===== src/rtl/msre_pkg.sv =====
// Package with the types and constants shared by the record extractor modules.
package msre_pkg;

  localparam int unsigned CfgIdxW = 2;
  localparam int unsigned CfgDataW = 32;

  localparam logic [CfgIdxW-1:0] CFG_MARKER_WORD = 2'd0;
  localparam logic [CfgIdxW-1:0] CFG_RECORD_LIMIT = 2'd1;

  localparam logic [31:0] MARKER_RESET = 32'h464F_524D;
  localparam logic [7:0] LIMIT_RESET = 8'd5;

  typedef enum logic [1:0] {
    PH_SEARCH,
    PH_LENGTH,
    PH_PAYLOAD
  } phase_e;

  typedef struct packed {
    logic       valid;
    logic       burst;
    logic [7:0] data;
    logic [7:0] num;
    logic       last;
  } res_t;

  typedef struct packed {
    phase_e     phase;
    logic [1:0] len_seen;
    logic       payload_zero;
  } stat_t;

endpackage


===== src/rtl/marker_sized_record_extractor_unit.sv =====
// Top level of the marker sized record extractor with input register and configuration.
//
// The input channel (in_valid_i, in_stall_o, data_byte_i) moves one stream byte per
// transaction. The output channel (out_valid_o, out_stall_i, out_byte_o,
// record_number_o, record_end_o) moves one extracted byte per transaction.
// Configuration is written through cfg_we_i, cfg_index_i and cfg_data_i; the user
// is to write it only while the block is idle, as the block itself does not enforce
// this. Index 0 is the marker word, index 1 the record limit. An accepted byte is
// held in the input register and is parsed into the result register once the output
// stage is free; the result register then offers it. Throughput is one byte per
// cycle while the receiver does not stall; a marker match produces four output
// transactions, which holds the input register while the result register plays out
// the remaining marker bytes. Bytes that are dropped produce nothing.
// When the receiver stalls, the result register holds and the input register fills;
// in_stall_o then rises and the sender holds its transaction.
// Reset clears the parser state, the record count and both valid flags, and loads
// the marker word with ASCII FORM and the record limit with five.
module marker_sized_record_extractor_unit import msre_pkg::*; (
  input  logic                clk_i,
  input  logic                rst_ni,
  input  logic                cfg_we_i,
  input  logic [CfgIdxW-1:0]  cfg_index_i,
  input  logic [CfgDataW-1:0] cfg_data_i,
  input  logic                in_valid_i,
  output logic                in_stall_o,
  input  logic [7:0]          data_byte_i,
  output logic                out_valid_o,
  input  logic                out_stall_i,
  output logic [7:0]          out_byte_o,
  output logic [7:0]          record_number_o,
  output logic                record_end_o
);

  logic [31:0] marker_q;
  logic [7:0]  limit_q;
  logic        in_valid_q, in_valid_d;
  logic [7:0]  in_byte_q;
  logic        in_take;
  logic        step;
  logic        out_free;
  logic        burst_busy;
  res_t        res;
  stat_t       stat;

  always_ff @(posedge clk_i or negedge rst_ni) begin
    if (!rst_ni) begin
      marker_q <= MARKER_RESET;
      limit_q  <= LIMIT_RESET;
    end else if (cfg_we_i) begin
      unique case (cfg_index_i)
        CFG_MARKER_WORD:  marker_q <= cfg_data_i;
        CFG_RECORD_LIMIT: limit_q  <= cfg_data_i[7:0];
        default: begin
        end
      endcase
    end
  end

  assign step       = in_valid_q && out_free;
  assign in_stall_o = in_valid_q && !step;
  assign in_take    = in_valid_i && !in_stall_o;

  always_comb begin
    in_valid_d = in_valid_q;
    if (in_take) begin
      in_valid_d = 1'b1;
    end else if (step) begin
      in_valid_d = 1'b0;
    end
  end

  always_ff @(posedge clk_i or negedge rst_ni) begin
    if (!rst_ni) begin
      in_valid_q <= 1'b0;
    end else begin
      in_valid_q <= in_valid_d;
    end
  end

  always_ff @(posedge clk_i) begin
    if (in_take) begin
      in_byte_q <= data_byte_i;
    end
  end

  msre_parser u_parser (
    .clk_i          (clk_i),
    .rst_ni         (rst_ni),
    .step_i         (step),
    .byte_i         (in_byte_q),
    .marker_word_i  (marker_q),
    .record_limit_i (limit_q),
    .res_o          (res),
    .stat_o         (stat)
  );

  msre_out_stage u_out (
    .clk_i           (clk_i),
    .rst_ni          (rst_ni),
    .load_i          (step && res.valid),
    .res_i           (res),
    .marker_word_i   (marker_q),
    .out_stall_i     (out_stall_i),
    .free_o          (out_free),
    .burst_busy_o    (burst_busy),
    .out_valid_o     (out_valid_o),
    .out_byte_o      (out_byte_o),
    .record_number_o (record_number_o),
    .record_end_o    (record_end_o)
  );

  a_burst_has_valid: assert property (@(posedge clk_i) disable iff (!rst_ni)
    burst_busy |-> out_valid_o)
    else $error("Marker bytes pending without a valid result.");

  a_stall_needs_byte: assert property (@(posedge clk_i) disable iff (!rst_ni)
    in_stall_o |-> in_valid_q)
    else $error("Input stalled with an empty input register.");

  a_search_clean: assert property (@(posedge clk_i) disable iff (!rst_ni)
    (stat.phase == PH_SEARCH) |-> (stat.len_seen == 2'd0 && stat.payload_zero))
    else $error("Length or payload count left over while searching.");

  a_burst_from_length: assert property (@(posedge clk_i) disable iff (!rst_ni)
    (step && res.burst) |=> (stat.phase == PH_LENGTH && burst_busy))
    else $error("A marker match did not enter the length phase.");

endmodule


===== src/rtl/msre_parser.sv =====
// Record parser state machine: marker search, length capture and payload count.
module msre_parser import msre_pkg::*; (
  input  logic        clk_i,
  input  logic        rst_ni,
  input  logic        step_i,
  input  logic [7:0]  byte_i,
  input  logic [31:0] marker_word_i,
  input  logic [7:0]  record_limit_i,
  output res_t        res_o,
  output stat_t       stat_o
);

  phase_e      phase_q, phase_d;
  logic [23:0] window_q, window_d;
  logic [1:0]  fill_q, fill_d;
  logic [1:0]  len_seen_q, len_seen_d;
  logic [31:0] len_acc_q, len_acc_d;
  logic [31:0] left_q, left_d;
  logic [7:0]  done_q, done_d;

  logic [31:0] acc_next;
  logic [31:0] left_next;
  logic [31:0] win_word;
  logic        hit;
  logic        finish;

  assign acc_next  = {len_acc_q[23:0], byte_i};
  assign left_next = left_q - 32'd1;
  assign win_word  = {window_q, byte_i};
  assign hit       = (fill_q == 2'd3) && (win_word == marker_word_i);

  always_comb begin
    phase_d    = phase_q;
    window_d   = window_q;
    fill_d     = fill_q;
    len_seen_d = len_seen_q;
    len_acc_d  = len_acc_q;
    left_d     = left_q;
    finish     = 1'b0;
    unique case (phase_q)
      PH_LENGTH: begin
        len_acc_d  = acc_next;
        len_seen_d = len_seen_q + 2'd1;
        if (len_seen_q == 2'd3) begin
          if (acc_next == 32'd0) begin
            finish = 1'b1;
          end else begin
            left_d  = acc_next;
            phase_d = PH_PAYLOAD;
          end
        end
      end
      PH_PAYLOAD: begin
        left_d = left_next;
        if (left_next == 32'd0) begin
          finish = 1'b1;
        end
      end
      PH_SEARCH: begin
        if (done_q < record_limit_i) begin
          if (hit) begin
            window_d   = '0;
            fill_d     = '0;
            len_seen_d = '0;
            len_acc_d  = '0;
            phase_d    = PH_LENGTH;
          end else begin
            window_d = win_word[23:0];
            if (fill_q != 2'd3) begin
              fill_d = fill_q + 2'd1;
            end
          end
        end
      end
      default: begin
        phase_d = PH_SEARCH;
      end
    endcase
    if (finish) begin
      window_d   = '0;
      fill_d     = '0;
      len_seen_d = '0;
      len_acc_d  = '0;
      left_d     = '0;
      phase_d    = PH_SEARCH;
    end
  end

  assign done_d = finish ? done_q + 8'd1 : done_q;

  always_comb begin
    res_o.valid = 1'b0;
    res_o.burst = 1'b0;
    res_o.data  = byte_i;
    res_o.num   = done_q + 8'd1;
    res_o.last  = 1'b0;
    unique case (phase_q)
      PH_LENGTH: begin
        res_o.valid = 1'b1;
        res_o.last  = (len_seen_q == 2'd3) && (acc_next == 32'd0);
      end
      PH_PAYLOAD: begin
        res_o.valid = 1'b1;
        res_o.last  = (left_next == 32'd0);
      end
      PH_SEARCH: begin
        if ((done_q < record_limit_i) && hit) begin
          res_o.valid = 1'b1;
          res_o.burst = 1'b1;
          res_o.data  = marker_word_i[31:24];
        end
      end
      default: begin
        res_o.valid = 1'b0;
      end
    endcase
  end

  assign stat_o.phase        = phase_q;
  assign stat_o.len_seen     = len_seen_q;
  assign stat_o.payload_zero = (left_q == 32'd0);

  always_ff @(posedge clk_i or negedge rst_ni) begin
    if (!rst_ni) begin
      phase_q    <= PH_SEARCH;
      window_q   <= '0;
      fill_q     <= '0;
      len_seen_q <= '0;
      len_acc_q  <= '0;
      left_q     <= '0;
      done_q     <= '0;
    end else if (step_i) begin
      phase_q    <= phase_d;
      window_q   <= window_d;
      fill_q     <= fill_d;
      len_seen_q <= len_seen_d;
      len_acc_q  <= len_acc_d;
      left_q     <= left_d;
      done_q     <= done_d;
    end
  end

endmodule


===== src/rtl/msre_out_stage.sv =====
// Result register that also plays out the remaining marker bytes of a match.
module msre_out_stage import msre_pkg::*; (
  input  logic        clk_i,
  input  logic        rst_ni,
  input  logic        load_i,
  input  res_t        res_i,
  input  logic [31:0] marker_word_i,
  input  logic        out_stall_i,
  output logic        free_o,
  output logic        burst_busy_o,
  output logic        out_valid_o,
  output logic [7:0]  out_byte_o,
  output logic [7:0]  record_number_o,
  output logic        record_end_o
);

  logic       valid_q, valid_d;
  logic [1:0] left_q, left_d;
  logic [7:0] byte_q, byte_d;
  logic [7:0] num_q, num_d;
  logic       end_q, end_d;
  logic       taken;
  logic [7:0] marker_byte;

  assign taken  = valid_q && !out_stall_i;
  assign free_o = (!valid_q || !out_stall_i) && (left_q == 2'd0);

  always_comb begin
    unique case (left_q)
      2'd3:    marker_byte = marker_word_i[23:16];
      2'd2:    marker_byte = marker_word_i[15:8];
      default: marker_byte = marker_word_i[7:0];
    endcase
  end

  always_comb begin
    valid_d = valid_q;
    left_d  = left_q;
    byte_d  = byte_q;
    num_d   = num_q;
    end_d   = end_q;
    if (taken && (left_q != 2'd0)) begin
      byte_d = marker_byte;
      end_d  = 1'b0;
      left_d = left_q - 2'd1;
    end else if (load_i) begin
      valid_d = 1'b1;
      byte_d  = res_i.data;
      num_d   = res_i.num;
      end_d   = res_i.last;
      left_d  = res_i.burst ? 2'd3 : 2'd0;
    end else if (taken) begin
      valid_d = 1'b0;
    end
  end

  always_ff @(posedge clk_i or negedge rst_ni) begin
    if (!rst_ni) begin
      valid_q <= 1'b0;
      left_q  <= '0;
    end else begin
      valid_q <= valid_d;
      left_q  <= left_d;
    end
  end

  always_ff @(posedge clk_i) begin
    byte_q <= byte_d;
    num_q  <= num_d;
    end_q  <= end_d;
  end

  assign burst_busy_o    = (left_q != 2'd0);
  assign out_valid_o     = valid_q;
  assign out_byte_o      = byte_q;
  assign record_number_o = num_q;
  assign record_end_o    = end_q;

endmodule

===== config.mk =====
export PLATFORM = sky130hd
export DESIGN_NAME = marker_sized_record_extractor_unit
export DESIGN_NICKNAME = d
export VERILOG_FILES = /design/src/rtl/msre_pkg.sv /design/src/rtl/marker_sized_record_extractor_unit.sv /design/src/rtl/msre_parser.sv /design/src/rtl/msre_out_stage.sv
export SDC_FILE = /design/constraint.sdc
export NUM_CORES = 1
export LEC_CHECK = 0
export ABC_CLOCK_PERIOD_IN_PS = 3600
export BUFFER_PORTS_ARGS = -buffer_cell sky130_fd_sc_hd__buf_2
export CORE_UTILIZATION = 54
export CTS_CLUSTER_DIAMETER = 50
export DETAILED_ROUTE_END_ITERATION = 10
export GPL_ROUTABILITY_DRIVEN = 0
export PLACE_DENSITY_LB_ADDON = 0.08
export SLEW_MARGIN = 20
export SYNTH_ARGS = -nofsm -noshare
export SYNTH_HDL_FRONTEND = slang
export SYNTH_SLANG_ARGS = --single-unit

===== constraint.sdc =====
create_clock -name clk_i -period 3.6 [get_ports clk_i]
set_input_delay 0.18 -clock clk_i [delete_from_list [all_inputs] [get_ports clk_i]]
set_output_delay 0.18 -clock clk_i [all_outputs]
set_load 0.1 [all_outputs]

==> reports/results.ini <==
[floorplanning]
dieWidth_um = 126.0
die_y_um = 126.0
start_util_pct = 56.29
boundaryPins = 66
core_area_um2 = 14750
rows = 44
dieArea_um2 = 15880

[worst_setup_path]
critPathKind = reg2reg
cp.arrival_ps = 3850
r2r_start = u_parser.left_q[0]$_DFFE_PN0P_
reg2regPathDepth = 13
start_kind = flop
rrSetupSlack_ps = 70
worstSetupEndpointType = flop
critPathMaxFanout = 24
critPathRequiredTime_ps = 3920
startpoint = u_parser.left_q[0]$_DFFE_PN0P_
r2r-end = u_parser.len_acc_q[15]$_DFFE_PN0P_
cp-endpoint = u_parser.len_acc_q[15]$_DFFE_PN0P_

[layout]
stdcell_count = 1085
antennaDiodeCount = 0
nNetsFinal = 955
drive_gt1_share_pct = 24.53
finalInstanceArea_um2 = 10100
syn_to_final_growth_pct = 21.57

[timing]
worstMarginPinSlew_ps = 1011
fin_skew_ps = 11.37
period_share_pct = 98.11
hold_ws_ps = 5.097
slew_headroom_pct = 31.86
setup_tns_ps = 0
setup_violations = 0
drv_slew = 0
final_hold_viol_count = 0
max_freq_mhz = 283.1
period_needed_ps = 3532

[power_and_ir_drop]
cellPowerDensity_nw_per_um2 = 443.9
p_leak_nw = 4.432
finalPower_mw = 4.483
vdd_drop_max_uv = 313.1

[cts]
cts_buffers = 17
cts.sinks = 163
clock_path_buffers = 2
cts_tree = done
clk_pin_slew_ps = 70
htree_levels = 4
clockRootBuffer = clkbuf_16
clk_latency_ps = 440

[global_routing]
grt_pass1_vias = 6843
overflow = 0
antenna_found_initial = 0
grt.total_usage_pct = 29.92
grt_max_degree = 101
grt_pass1_wl_um = 36400

[synth]
syn-cell-area_um2 = 8305
yosys_warnings = 0
syn-num-nets = 832
synth_edf_count = 24
netlist-cell-type-count = 58
synth-seq-cells = 163
ys_async_sr_fraction_pct = 84.66
avgSynthCellArea_um2 = 10.86
ys.flop_type = dfrtp_1
ys_seq_area_share_pct = 50.75
synth_cells = 765

[place]
placed_area_um2 = 9011
io_buffers = 65
dp_cells = 1011
dp_hpwl_um = 15070

[route]
route.detailed.drc = 0
avgViaCountPerCell = 6.214
dr.pass1.iters = 7
drt_iter0_markers = 780
wl_um = 22390
wire_per_inst_um = 20.63
vias = 6742
antenna_left = 0

[run]
maxCapViolations = 0

[worst_hold_path]
hp-class = in2reg

[status]
status = finished, final reports clean

## synthesized netlist by cell type (all sizes together), types with 24 or more instances
library cell / count / area, um2
inv: 30 / 112.6
nor2: 45 / 168.9
nand2: 45 / 168.9
xor2: 38 / 332.8
mux2: 43 / 484.2
edfxtp: 24 / 720.7
nor4: 29 / 187.7
clkbuf: 27 / 101.4
o21ai: 52 / 260.3
a21oi: 39 / 195.2
a22o: 58 / 508.0
dfrtp: 121 / 3028
## how the worst min path moves through the flow
stage | from | endpoint | slack (ps) | cells past startpoint
2_1_floorplan | rst_ni | in_valid_q$_DFFE_PN0P_ | -120 | 0
3_3_place_gp | rst_ni | u_parser.done_q[6]$_DFFE_PN0P_ | 340 | 1
3_5_place_dp | rst_ni | u_parser.done_q[4]$_DFFE_PN0P_ | 350 | 1
4_1_cts | cfg_data_i[2] | limit_q[2]$_DFFE_PN1P_ | 2 | 2
5_1_grt | cfg_data_i[2] | limit_q[2]$_DFFE_PN1P_ | 10 | 2
6_report | cfg_data_i[5] | limit_q[5]$_DFFE_PN0P_ | 5 | 2
## cells in the final DEF, fill, tap and decap left out, types with 20 or more instances in the layout
cell type	n
o21ai_0	52
ha_1	20
inv_1	30
edfxtp_1	24
xor2_1	38
dlygate4sd3_1	38
nand2_1	45
dfrtp_1	121
buf_4	33
nor2_1	45
mux2_2	43
a22o_1	58
buf_2	64
a21oi_1	38
nor4_1	27
## kinds of logic (layout without fill, tap and decap cells)
family	count (synthesis)	in the layout	share of synthesized area (%)
flip-flops	163	163	50.75
XOR/XNOR	50	50	5.273
adder cells (fa/ha/maj)	20	20	3.013
AND/OR/NAND/NOR	210	210	13.62
buffers and inverters	65	201	3.164
AO/OA/AOI/OAI	202	202	16.90
multiplexers	55	55	7.276
## cell type report
cell class,count,area [um2]
repair buffers,139,1011
well taps,184,230.2
clock inverters,15,175.2
multi-input cells,537,3928
fillers,1106,4657
clock buffers,17,425.4
inverters,30,112.6
flip-flops and latches,163,4215
## where the power goes
part           total, mW  internal (mW)  switching, mW
registers           2.19           2.04          0.148
clock network       1.84           1.04          0.804
logic              0.448          0.246          0.202
total               4.48           3.33           1.15
## per-stage QoR
step                      util (%)  setup WS (ps)
after floorplan                  -          160.4
after global placement       61.08          148.0
after detailed placement     61.08          43.78
after CTS                    67.76          1.827
after global routing         68.44         -9.114
final                        68.44          67.94
## registers in the layout, indices dropped and copies added, names as in the netlist
| name | cells |
|---|---|
| u_parser.len_acc_q | 24 |
| in_byte_q | 8 |
| u_out.left_q | 2 |
| u_out.record_end_o | 1 |
| marker_q | 32 |
| u_out.out_byte_o | 8 |
| u_parser.phase_q | 2 |
| u_parser.fill_q | 2 |
| u_parser.done_q | 8 |
| u_out.record_number_o | 8 |
| u_out.out_valid_o | 1 |
| in_valid_q | 1 |
| u_parser.left_q | 32 |
| u_parser.window_q | 24 |
| u_parser.len_seen_q | 2 |
| limit_q | 8 |
## repair_timing
action                                 in CTS  in global routing
pin swaps                                   0                  2
endpoints found under the hold margin     120                  0
gates cloned                                0                  0
resized for setup                           1                 10
hold buffers                               38                  0
setup buffers                               0                  4
setup endpoints to repair                   1                 49
## layer usage
layer | track usage (%) | up-vias | part of all wire, %
met1 | 41.90 | 3324 | 44
met5 | 0 | - | 0
met4 | 9.213 | 0 | 1.7
met3 | 8.156 | 43 | 8.5
li1 | - | 3087 | -
met2 | 45.47 | 288 | 46
## worst max-delay path, stage by stage (launching register included)
cell     delay (ps)
dfrtp_1         450
inv_1            90
ha_1            180
nor4b_4         380
buf_4           200
and4_1          250
xnor2_1         140
nand4_1         220
o41ai_4         370
buf_4           220
nor3_1           50
or4_4           460
buf_6           200
a22o_1          200
No activity file was read; power rests on OpenSTA's default activity.
